`src/rshd_pkg.sv`:
```
// types and constants for the ray/segment hit distance pipeline
// no dependencies
`timescale 1ns / 1ps
`default_nettype none
package rshd_pkg;

   localparam int unsigned DIST_W = 16;
   localparam int unsigned QUO_W = 17;
   localparam int unsigned NUM_W = 34;
   localparam int unsigned DEN_W = 33;

   typedef struct packed {
      logic signed [15:0] ray_x;
      logic signed [15:0] ray_y;
      logic signed [15:0] ray_dx;
      logic signed [15:0] ray_dy;
      logic signed [15:0] seg_x;
      logic signed [15:0] seg_y;
      logic signed [15:0] seg_dx;
      logic signed [15:0] seg_dy;
      logic [15:0]        seg_len;
   } req_word_type;

   typedef struct packed {
      logic              hit;
      logic [DIST_W-1:0] hit_dist;
   } rsp_word_type;

   // division job: nd and den positive magnitudes, hit decided
   typedef struct packed {
      logic             hit;
      logic [NUM_W-1:0] num;
      logic [DEN_W-1:0] den;
   } div_job_type;

endpackage
`default_nettype wire

```
`src/rshd_div.sv`:
```
// pipelined restoring divider, one quotient bit per stage, saturating
// depends on rshd_pkg
`timescale 1ns / 1ps
`default_nettype none
module rshd_div import rshd_pkg::*; (
   input  wire logic    clock,
   input  wire logic    reset,
   input  wire logic    adv,
   input  wire logic    in_valid,
   input  div_job_type  in_job,
   output logic         out_valid,
   output rsp_word_type out_word
);

   // quotient q = floor(num*2^14/den), only 17 bits needed to saturate
   // prescreen: q >= 2^17 iff num*2^14 >= den*2^17 iff num >= den*8
   localparam int unsigned RW = DEN_W + 1;

   logic              v_ff   [QUO_W+1];
   logic              hit_ff [QUO_W+1];
   logic              sat_ff [QUO_W+1];
   logic [RW-1:0]     rem_ff [QUO_W+1];
   logic [DEN_W-1:0]  den_ff [QUO_W+1];
   logic [47:0]       dvd_ff [QUO_W+1];
   logic [QUO_W-1:0]  q_ff   [QUO_W+1];

   always_ff @(posedge clock) begin
      if (reset) begin
         for (int i = 0; i <= QUO_W; i++) v_ff[i] <= 1'b0;
      end else if (adv) begin
         v_ff[0] <= in_valid;
         for (int i = 1; i <= QUO_W; i++) v_ff[i] <= v_ff[i-1];
      end
   end

   always_ff @(posedge clock) begin
      if (adv) begin
         hit_ff[0] <= in_job.hit;
         sat_ff[0] <= (DEN_W+3)'(in_job.num) >= {in_job.den, 3'b0};
         den_ff[0] <= in_job.den;
         dvd_ff[0] <= {in_job.num, 14'b0};
         rem_ff[0] <= '0;
         q_ff[0]   <= '0;
         for (int i = 1; i <= QUO_W; i++) begin
            hit_ff[i] <= hit_ff[i-1];
            sat_ff[i] <= sat_ff[i-1];
            den_ff[i] <= den_ff[i-1];
            dvd_ff[i] <= dvd_ff[i-1];
         end
      end
   end

   // stage i produces quotient bit QUO_W-i; remainder fed from dividend top bits
   for (genvar g = 1; g <= QUO_W; g++) begin : g_step
      logic [RW:0] sh;
      logic [RW:0] diff;
      always_comb begin
         if (g == 1) begin
            sh = (RW+1)'(dvd_ff[0][47:QUO_W-1]);
         end else begin
            sh = {rem_ff[g-1], dvd_ff[g-1][QUO_W-g]};
         end
         diff = sh - (RW+1)'(den_ff[g-1]);
      end
      always_ff @(posedge clock) begin
         if (adv) begin
            if (!diff[RW]) begin
               rem_ff[g] <= diff[RW-1:0];
               q_ff[g]   <= {q_ff[g-1][QUO_W-2:0], 1'b1};
            end else begin
               rem_ff[g] <= sh[RW-1:0];
               q_ff[g]   <= {q_ff[g-1][QUO_W-2:0], 1'b0};
            end
         end
      end
   end

   assign out_valid = v_ff[QUO_W];
   always_comb begin
      out_word.hit = hit_ff[QUO_W];
      if (!hit_ff[QUO_W]) out_word.hit_dist = '0;
      else if (sat_ff[QUO_W] || q_ff[QUO_W][QUO_W-1]) out_word.hit_dist = '1;
      else out_word.hit_dist = q_ff[QUO_W][DIST_W-1:0];
   end

endmodule
`default_nettype wire

```
`config.mk`:
```
export PLATFORM = sky130hd
export DESIGN_NAME = rshd_div
export DESIGN_NICKNAME = d
export VERILOG_FILES = /design/src/rshd_pkg.sv /design/src/rshd_div.sv
export SDC_FILE = /design/constraint.sdc
export NUM_CORES = 2
export LEC_CHECK = 0
export BUFFER_PORTS_ARGS = -buffer_cell sky130_fd_sc_hd__buf_2
export CORE_ASPECT_RATIO = 0.6
export CORE_MARGIN = 2
export CORE_UTILIZATION = 45
export CTS_BUF_LIST = sky130_fd_sc_hd__clkbuf_2
export DETAILED_ROUTE_END_ITERATION = 7
export SLEW_MARGIN = 30
export SYNTH_ARGS = -nofsm -noshare
export SYNTH_HDL_FRONTEND = slang
export SYNTH_SLANG_ARGS = --single-unit
```
`constraint.sdc`:
```
create_clock -name clock -period 4.51 [get_ports clock]
set_clock_uncertainty 0.1 [all_clocks]
set_input_delay 0.451 -clock clock [delete_from_list [all_inputs] [get_ports clock]]
set_output_delay 0.451 -clock clock [all_outputs]
set_load 0.03 [all_outputs]
```
==> flow_metrics.tcl <==
set metrics [dict create \
    run_status "complete, no violations" \
    clkLatencyLatePin_ns 1.53 \
    rows 117 \
    clock-sinks 1349 \
    syn_nets 7541 \
    powerDensity_nw_per_um2 663.0 \
    fmax_ghz 0.2338 \
    antenna_found_initial 5 \
    yosys_register_bits 1349 \
    ys_warn_count 0 \
    crit_family "compound AO/OA/AOI/OAI gates" \
    ys_seq_area_share_pct 52.43 \
    setup_ws_ns 0.2328 \
    tritoncts "done" \
    worst-path-buf-inv 1 \
    vias 55470 \
    synthArstFlopShare_pct 0 \
    r2r_cells 11 \
    hold_slack_ns 0.2585 \
    pin_count 90 \
    synth-compound-area-share_pct 15.86 \
    drv_slew 0 \
    die_h_um 324.9 \
    clk_pin_slew_ns 0.12 \
    root_buffer "clkbuf_2" \
    wl_um 195800 \
    worst_pin_slew_ns 1.026 \
    met3_usage_pct 4.932 \
    finalWorstPathRequiredPeriod_ns 4.277 \
    synth_cell_types 106 \
    max-slew-margin-rel_pct 31.42 \
    grt_pass1_wl_um 303900 \
    utilization_pct 50.47 \
    use_met2_pct 25.55 \
    synthXorXnorAreaFrac_pct 5.102 \
    synthSimpleGateAreaFrac_pct 9.275 \
    r2r_start "den_ff[6][0]" \
    crit_chain "fa_1 > nor2b_1 > o31ai_1 > a211o_1 > a41oi_1 > o21ai_1 > a21oi_2 > nand4_1 > a21oi_4 > buf_12 > mux2_1" \
    drive_gt1_share_pct 11.30 \
    grt_pass1_vias 51590 \
    met1_usage_pct 38.19 \
    ir_drop_v 0.0003428 \
    final_hold_viol_count 0 \
    die_area_um2 175100 \
    antenna_left 0 \
    synth_edf_count 1348 \
    synthFlopType "edfxtp_1" \
    synth_top_family_by_area "compound AO/OA/AOI/OAI gates" \
    tns_ns 0 \
    required_ns 5.51 \
    drc 0 \
    cp_slowest_cell "fa_1" \
    synthMuxAreaShare_pct 3.176 \
    worstPathMaxFanout 33 \
    hpwl_um 140900 \
    rsz0062_at_grt "false" \
    end_kind "flip-flop" \
    h-tree-depth 5 \
    cts-buffers-inserted 334 \
    fin_area_um2 85850 \
    place_ws_ns 0.3329 \
    initial_core_util_pct 45.41 \
    coreArea_um2 170100 \
    finalSetupViolCount 0 \
    crit_start "den_ff[6][0]" \
    synth-adder-area-share_pct 9.761 \
    grt_usage_pct 21.91 \
    routabilityCongestion 0.9231 \
    post_drt_via_cell_ratio 5.597 \
    portBuffers 89 \
    grt_overflow 0 \
    cp.depth 11 \
    hp-class "reg2reg" \
    top_usage_layer "met1" \
    wl_per_cell_um 19.76 \
    grt_max_degree 150 \
    drv_cap 0 \
    drt_iter0_markers 5748 \
    critPathArrivalTime_ns 5.28 \
    reg2reg_setup_slack_ns 0.23 \
    r2r_end "rem_ff[3][44]" \
    drtPass1Iterations 8 \
    fin_crit_sh_pct 94.84 \
    syn_avg_cell_area_um2 11.23 \
    fin_nets 8089 \
    syn-cell-area_um2 77250 \
    synthCells 6876 \
    critical_path.startpoint_type "flip-flop" \
    die_w_um 538.9 \
    hold-path-cell-count 0 \
    p_leak_nw 35.82 \
    worst_path_largest_cell_delay_ns 0.47 \
    dpl-instance-area_um2 80800 \
    crit_type "reg2reg" \
    clk_path_buf_depth 4 \
    syn_to_final_growth_pct 11.13 \
    endpoint "rem_ff[3][44]" \
]
## how the worst min path moves through the flow
stage	start	endpoint	slack, ns
2_1_floorplan	dvd_ff[0][14]	dvd_ff[1][14]	0.30
3_5_place_dp	hit_ff[15]	hit_ff[16]	0.30
4_1_cts	in_job[33]	dvd_ff[0][14]	0.09
6_report	den_ff[7][8]	den_ff[8][8]	0.26
3_3_place_gp	hit_ff[16]	hit_ff[17]	0.30
5_1_grt	in_job[33]	dvd_ff[0][14]	0.21
## cells in the final DEF, fill, tap and decap left out, drive strengths merged, types with 21 or more instances in the layout
master,instances
and2,66
or2,21
o211ai,35
clkbuf,473
nor3,70
nand4,53
o21a,113
clkinv,67
or3,35
edfxtp,1348
nor2,418
dlygate4sd3,210
o21ai,426
nand2,381
nor2b,84
nand3,112
a21o,303
a31oi,51
mux2,203
and3,47
nand2b,103
a21oi,613
a211oi,48
a2111oi,26
o21bai,64
ha,577
xor2,163
xnor2,287
inv,702
buf,178
o31ai,42
## stage by stage
| stage | std cells | power (W) |
|---|---|---|
| 6_report | 9911 | 0.05691 |
| 5_1_grt | 9909 | 0.06108 |
| 3_5_place_dp | 9138 | 0.04781 |
| 2_1_floorplan | 6876 | 0.04038 |
| 3_3_place_gp | 9138 | 0.04736 |
| 4_1_cts | 9907 | 0.05672 |
## where the power goes
part	switching, W	internal, W	total, W
clock network	0.00522	0.00313	0.00835
logic	0.0161	0.0121	0.0282
registers	0.00190	0.0184	0.0203
## kinds of logic (layout without fill, tap and decap cells)
kind of cell | after synthesis | after routing
buf+inv | 871 | 1641
compound gates | 1922 | 1922
flops | 1349 | 1349
simple gates | 1474 | 1474
xor+xnor | 450 | 450
other cells | 0 | 4
fa+ha+maj | 593 | 593
mux | 217 | 217
## state kept, by name, indices dropped and copies added (netlist names)
signal and cells:
q_ff 153, hit_ff 18, dvd_ff 37, rem_ff 544, den_ff 561, v_ff 18, sat_ff 18
## synth_stat cells, types with 21 or more instances
| master | instances | share of area, % |
|---|---|---|
| xnor2_1 | 287 | 3.3 |
| inv_1 | 690 | 3.4 |
| nand3_1 | 112 | 0.73 |
| nor2_1 | 416 | 2.0 |
| o21a_1 | 113 | 1.1 |
| nand2b_1 | 103 | 0.83 |
| o31ai_1 | 40 | 0.39 |
| buf_2 | 42 | 0.27 |
| o21bai_1 | 64 | 0.62 |
| and3_1 | 47 | 0.38 |
| ha_1 | 577 | 9.3 |
| a2111oi_0 | 21 | 0.24 |
| nor2b_1 | 84 | 0.68 |
| a31oi_1 | 46 | 0.37 |
| or3_1 | 35 | 0.28 |
| and2_1 | 66 | 0.53 |
| nand2_1 | 381 | 1.9 |
| a21oi_1 | 603 | 3.9 |
| a21o_1 | 303 | 2.9 |
| nand4_1 | 53 | 0.43 |
| nor3_1 | 69 | 0.45 |
| edfxtp_1 | 1348 | 52 |
| clkbuf_1 | 114 | 0.55 |
| mux2_1 | 114 | 1.7 |
| mux2_2 | 87 | 1.3 |
| xor2_1 | 163 | 1.8 |
| o21ai_0 | 280 | 1.8 |
| o211ai_1 | 34 | 0.33 |
| o21ai_1 | 136 | 0.88 |
| a211oi_1 | 47 | 0.46 |
## worst reg2reg max path, delay by kind of cell, from the launching register on
kind	cells	cell delay, ns
compound gates	6	1.86
simple gates	2	0.45
flops	1	0.45
fa+ha+maj	1	0.47
mux	1	0.41
buf+inv	1	0.22
## layer usage
metal	share of wire (%)	up-vias
met5	0.020	-
met4	1.9	2
met3	9.2	299
met2	35	2163
met1	54	26490
li1	-	26520
## cell type report
type                    count  area [µm²]
repair buffers            388        3542
diodes                      4       10.01
flip-flops and latches   1349       40500
clock buffers             473        2367
fillers                 15170       84260
clock inverters            85       506.7
inverters                 695        2609
multi-input cells        4656       33480
well taps                2261        2829
## repair_timing
item,in CTS,in global routing
hold buffers,211,0
buffers inserted,0,0
setup endpoints to repair,0,9
hold endpoints to repair,1316,0
resized for setup,0,3
No activity file was read; power rests on OpenSTA's default activity.
